`src/sv/cdw_pkg.sv`:
```
// ----------------------------------------------------------------------------
// cdw_pkg
// Shared types and constants for the 2D valid-window correlation core.
// ----------------------------------------------------------------------------
package cdw_pkg;

    localparam int MAX_WIDTH   = 1024;
    localparam int MAX_HEIGHT  = 1024;
    localparam int MAX_KERNEL  = 8;
    localparam int SAMPLE_BITS = 16;
    localparam int SUM_BITS    = 38;
    localparam int XY_BITS     = 10;
    localparam int DIM_BITS    = 11;
    localparam int KS_BITS     = 4;
    localparam int KIDX_BITS   = 6;   // kernel entry index, MAX_KERNEL**2 entries
    localparam int KK_BITS     = 7;   // holds MAX_KERNEL**2 itself
    localparam int KPOS_BITS   = 3;   // position within one kernel row
    localparam int CFG_IDX_BITS = 2;

    typedef enum logic [CFG_IDX_BITS-1:0] {
        CFG_WIDTH  = 2'd0,
        CFG_HEIGHT = 2'd1,
        CFG_KSIZE  = 2'd2
    } cfg_idx_t;

    localparam logic [1:0] STAT_OK       = 2'd0;
    localparam logic [1:0] STAT_ZERO     = 2'd1;
    localparam logic [1:0] STAT_KTOOBIG  = 2'd2;

    localparam logic MODE_COEF  = 1'b0;
    localparam logic MODE_PIXEL = 1'b1;

    typedef struct packed {
        logic                           mode;
        logic signed [SAMPLE_BITS-1:0]  sample_value;
    } in_word_t;

    typedef struct packed {
        logic signed [SUM_BITS-1:0]     conv_sum;
        logic [XY_BITS-1:0]             out_x;
        logic [XY_BITS-1:0]             out_y;
        logic [1:0]                     status;
        logic                           frame_last;
    } out_word_t;

endpackage

```
`src/sv/cdw_mac.sv`:
```
// ----------------------------------------------------------------------------
// cdw_mac
// Two-stage multiply-accumulate: registered product, then 38-bit sum.
// ----------------------------------------------------------------------------
module cdw_mac (
    input  logic                                    aclk,
    input  logic                                    aresetn,
    input  logic                                    clear,
    input  logic                                    in_vld,
    input  logic signed [cdw_pkg::SAMPLE_BITS-1:0]  pix,
    input  logic signed [cdw_pkg::SAMPLE_BITS-1:0]  coef,
    output logic signed [cdw_pkg::SUM_BITS-1:0]     acc
);
    import cdw_pkg::*;

    logic signed [2*SAMPLE_BITS-1:0] prod_reg;
    logic                            prod_vld_reg;
    logic signed [SUM_BITS-1:0]      acc_reg;

    always_ff @(posedge aclk) begin
        if (!aresetn) begin
            prod_vld_reg <= 1'b0;
            acc_reg      <= '0;
        end else begin
            prod_vld_reg <= in_vld;
            if (clear) begin
                acc_reg <= '0;
            end else if (prod_vld_reg) begin
                acc_reg <= acc_reg + SUM_BITS'(prod_reg);
            end
        end
        prod_reg <= pix * coef;
    end

    assign acc = acc_reg;

endmodule
```
`config.mk`:
```
export PLATFORM = sky130hd
export DESIGN_NAME = cdw_mac
export DESIGN_NICKNAME = d
export VERILOG_FILES = /design/src/sv/cdw_pkg.sv /design/src/sv/cdw_mac.sv
export SDC_FILE = /design/constraint.sdc
export NUM_CORES = 1
export LEC_CHECK = 0
export BUFFER_PORTS_ARGS = -buffer_cell sky130_fd_sc_hd__buf_2
export CORE_MARGIN = 2
export CORE_UTILIZATION = 49
export DETAILED_ROUTE_END_ITERATION = 10
export HOLD_SLACK_MARGIN = 0.02
export PLACE_DENSITY = 0.71
export REMOVE_ABC_BUFFERS = 1
export SLEW_MARGIN = 30
export SYNTH_ARGS = -nofsm -noshare
export SYNTH_HDL_FRONTEND = slang
export SYNTH_SLANG_ARGS = --single-unit
```
`constraint.sdc`:
```
create_clock -name aclk -period 6.7 [get_ports aclk]
set_clock_uncertainty 0.05 [all_clocks]
set_input_delay 1.34 -clock aclk [delete_from_list [all_inputs] [get_ports aclk]]
set_output_delay 1.34 -clock aclk [all_outputs]
set_load 0.01 [all_outputs]
```
# ---- Word level (Yosys, flattened, before mapping)
# Cells that the tools add are included.
dict set report word_totals {
  ff_bits 71
  inputBits 36
  wordCells 7
}
dict set report classes {
  n_addsub 1
  n_mul 1
  bitwise 1
  reduce_logical 1
}
# op count
set op_table {}
lappend op_table {{38-bit by 32-bit adder with 38-bit output} 1}
lappend op_table {{16-bit by 16-bit multiplier with 32-bit output} 1}
lappend op_table {{2-bit OR reduction} 1}
lappend op_table {{1-bit inverter} 1}

# ---- Depth between registers and ports, before layout
dict set report depth {
  ltp_word 2
  mapped_depth 24
  depth_no_buf 23
}

# ---- Least setup slack after synthesis
# No wires, ideal clock.
dict set report synth_path {
  path_type {input-to-reg}
  startpoint {input port pix[15] (netlist name)}
  endpoint {register prod_reg[31]}
  arrival_ps 6958
  required_time_ps 6578
  path_slack_ps -380
  path_stages 21
  path_buffers 1
  cell_sequence {clkbuf_1 nand2_1 inv_1 fa_1 fa_1 fa_1 fa_1 fa_1 inv_1 fa_1 inv_1 ha_1 a21oi_1 o21ai_0 a311o_1 a31oi_2 a21oi_1 o41ai_2 o21bai_1 a21oi_1 xnor2_1}
}
dict set report synth_via {
  elab_chain_len 1
}
# element line_no
set synth_rtl {}
lappend synth_rtl {{start: declaration} cdw_mac.sv:10} ;# input logic signed [cdw_pkg::SAMPLE_BITS-1:0] pix,
lappend synth_rtl {{16-bit by 16-bit multiplier with 32-bit output} cdw_mac.sv:32} ;# prod_reg <= pix * coef;
lappend synth_rtl {{end signal: assignment} cdw_mac.sv:32}
lappend synth_rtl {{end: declaration} cdw_mac.sv:16} ;# logic signed [2*SAMPLE_BITS-1:0] prod_reg;
# No other way between the ends.
# A chain may end at the register's enable or synchronous reset.

# ---- Worst setup path in the final report
dict set report layout_path {
  startpoint {input port pix[5] (netlist name)}
  endpoint {register prod_reg[31]}
}
# The elaborated chain is that of the path after synthesis.

==> flow_metrics.env <==
export IMPL_synth_cell_types=60
export IMPL_core_sq_um=27100
export IMPL_drive_gt1_share_pct=17.7
export IMPL_worstHoldPathCells=2
export IMPL_grt_use_total_pct=22.3
export IMPL_r2r_cells=13
export IMPL_min_to="acc[36]$_SDFFE_PP0P_"
export IMPL_cts_sinks=71
export IMPL_area_growth_pct=18.0
export IMPL_drt_total_wl_um=30800
export IMPL_critPathKind="input port to register"
export IMPL_tightest_slew_ps=526
export IMPL_rsz0062_at_grt="true"
export IMPL_rows=60
export IMPL_syn_avg_cell_area_sq_um=9.06
export IMPL_insertion_delay_ps=340
export IMPL_grt_pass1_wl_um=52400
export IMPL_worstReg2RegStart="acc[0]$_SDFFE_PP0P_"
export IMPL_required_ps=6880
export IMPL_fp_dieH_um=171
export IMPL_cap_violations=0
export IMPL_die_x_um=171
export IMPL_vias=10600
export IMPL_wl_per_cell_um=15.0
export IMPL_setup_viol=3
export IMPL_n_fill_cell=2344
export IMPL_slew_headroom_pct=64.9
export IMPL_synth_async_sr_flop_share_pct=0
export IMPL_tritoncts="built"
export IMPL_grt_pass1_vias=11300
export IMPL_diodes=0
export IMPL_ant_nets=0
export IMPL_fin_crit_ps=6800
export IMPL_port_buffers=73
export IMPL_yosysSeqAreaShare_pct=10.5
export IMPL_cts_buffers=9
export IMPL_final_net_count=2091
export IMPL_netlist_area_sq_um=13600
export IMPL_critPathLaunchType="input port"
export IMPL_start_util_pct=50.2
export IMPL_timing_fmax_mhz=147
export IMPL_dr_pass1_iters=5
export IMPL_synth_seq_cells=71
export IMPL_final_hold_viol_count=0
export IMPL_antenna_found_initial=0
export IMPL_place_hpwl_um=26200
export IMPL_fin_ws_ps=-102
export IMPL_crit_path_end_kind="register"
export IMPL_r2r_end="acc[36]$_SDFFE_PP0P_"
export IMPL_h_tree_depth=3
export IMPL_largest_register_ffs=38
export IMPL_vias_per_cell=5.17
export IMPL_drt_iter0_markers=508
export IMPL_clk_path_buf_depth=2
export IMPL_worstHoldStart="acc[36]$_SDFFE_PP0P_"
export IMPL_path_clk_slew_ps=50
export IMPL_violations="negative setup slack"
export IMPL_ys_warn_count=0
export IMPL_status="finished with violations"
export IMPL_critPathMaxFanout=5
export IMPL_root_buffer="clkbuf_16"
export IMPL_grt_remaining_overflow=0
export IMPL_timing_setup_tns_ps=-152
export IMPL_drv_slew=0
export IMPL_post_route_period_util_pct=102
export IMPL_gp_congestion=0.890
export IMPL_syn_instance_count=1500
export IMPL_reg2reg_slack_ps=3470
export IMPL_synthFlopType="dfxtp_1"
export IMPL_worstPathArrival_ps=6980
export IMPL_dieArea_sq_um=29100
export IMPL_drc_errors=0
export IMPL_grt_start_max_net_pins=36
export IMPL_ios=74
export IMPL_synth_edf_count=0
export IMPL_hp_class="register to register"
## through the flow
| step | utilization, % | setup WS (ps) | cell area, sq um | std cells | hold slack, ps |
|---|---|---|---|---|---|
| 4_1_cts | 57.7 | -38.7 | 15600 | 2034 | 424 |
| 6_report | 59.2 | -102 | 16000 | 2050 | 421 |
| 3_3_place_gp | 56.1 | -484 | 15200 | 2016 | 414 |
| 5_1_grt | 59.2 | -316 | 16000 | 2050 | 444 |
| 2_1_floorplan | - | -140 | 13400 | 1454 | 435 |
| 3_5_place_dp | 56.1 | -527 | 15200 | 2016 | 414 |
## placed cells by master (no fill, tap or decap), types with 11 or more instances in the layout
cell | synthesis | layout
inv_1 | 297 | 285
fa_1 | 263 | 256
nand2_1 | 156 | 151
and2_1 | 130 | 122
buf_4 | 0 | 115
ha_1 | 119 | 110
dfxtp_1 | 71 | 71
nor2_1 | 70 | 70
buf_2 | 0 | 64
a21oi_1 | 53 | 44
o21ai_0 | 45 | 40
xnor2_1 | 40 | 39
a21o_1 | 23 | 23
xor2_1 | 23 | 23
mux2i_1 | 18 | 18
buf_6 | 0 | 18
nand3_1 | 16 | 16
o21a_1 | 14 | 14
inv_2 | 0 | 11
nor3_1 | 11 | 11
## what timing repair did
| action | 4_1_cts | 5_1_grt |
|---|---|---|
| resized for setup | 18 | 88 |
| hold buffers | 0 | 0 |
| endpoints found under the setup margin | 4 | 8 |
| setup buffers | 2 | 17 |
| pin swaps | 8 | 55 |
## worst max-delay path, stage by stage
cell	delay, ps
buf_8	110
buf_6	130
buf_12	120
buf_12	120
and2_4	150
fa_1	550
fa_1	430
fa_1	550
fa_1	440
fa_1	500
inv_1	50
fa_1	480
inv_1	60
ha_4	230
a21oi_2	130
o21ai_2	60
a21o_1	160
a311o_1	380
a31oi_4	210
a21oi_2	90
o41ai_2	320
o21bai_1	140
a21oi_2	150
xnor2_1	80
## layout make-up
| cell class | count | area [sq um] | area share, % |
|---|---|---|---|
| multi-input cells | 1086 | 11200 | 69.6 |
| clock inverters | 4 | 52.6 | 0.327 |
| repair buffers | 208 | 1570 | 9.79 |
| well taps | 372 | 465 | 2.90 |
| flip-flops and latches | 71 | 1420 | 8.86 |
| clock buffers | 12 | 256 | 1.60 |
| inverters | 297 | 1120 | 6.97 |
## cells by family after synthesis
family,synth area share (%)
AOI/OAI and AO/OA,10.2
xor gates and xnor gates,4.06
adders and majority gates,49.7
buffers and inverters,9.47
DFF,10.5
muxes,1.41
and+or+nand+nor,14.8
## worst max path at each step
stage / slack [ps] / startpoint / to / cells past startpoint
after floorplan: -140 / coef[1] / prod_reg[31]$_DFF_P_ / 20
after global placement: -480 / coef[1] / prod_reg[31]$_DFF_P_ / 23
after detailed placement: -530 / coef[4] / prod_reg[30]$_DFF_P_ / 23
after CTS: -40 / coef[4] / prod_reg[30]$_DFF_P_ / 23
after global routing: -320 / coef[4] / prod_reg[31]$_DFF_P_ / 24
final: -100 / pix[5] / prod_reg[31]$_DFF_P_ / 24
## synth_stat cells, types with 4 or more instances
master | n | area share (%)
a21oi_1 | 53 | 2.0
nand2_1 | 156 | 4.3
o21a_1 | 14 | 0.77
nand2b_1 | 10 | 0.46
a211oi_1 | 10 | 0.55
o22ai_1 | 4 | 0.18
a21boi_0 | 4 | 0.22
nand3_1 | 16 | 0.59
o21ai_0 | 45 | 1.7
o21bai_1 | 8 | 0.44
and2_1 | 130 | 6.0
inv_1 | 297 | 8.2
xor2_1 | 23 | 1.5
nor2b_1 | 4 | 0.18
xnor2_1 | 40 | 2.6
nand4_1 | 4 | 0.18
ha_1 | 119 | 11
mux2i_1 | 18 | 1.3
dfxtp_1 | 71 | 10
a211o_1 | 4 | 0.26
fa_1 | 263 | 39
a221oi_1 | 4 | 0.26
and3_1 | 5 | 0.23
a21oi_2 | 4 | 0.26
nor2_1 | 70 | 1.9
a21o_1 | 23 | 1.3
nor3_1 | 11 | 0.40
clkbuf_1 | 43 | 1.2
## layer usage
layer | vias up | part of all wire [%] | GRT usage (%)
met4 | 0 | 2.3 | 5.54
met1 | 5363 | 42 | 28.0
met2 | 194 | 53 | 40.5
met3 | 51 | 3.3 | 3.08
li1 | 5000 | - | -
met5 | - | 0 | 0
Power is not shown: default switching activity piles up to over one toggle a cycle in this logic, so the estimate is an artifact.
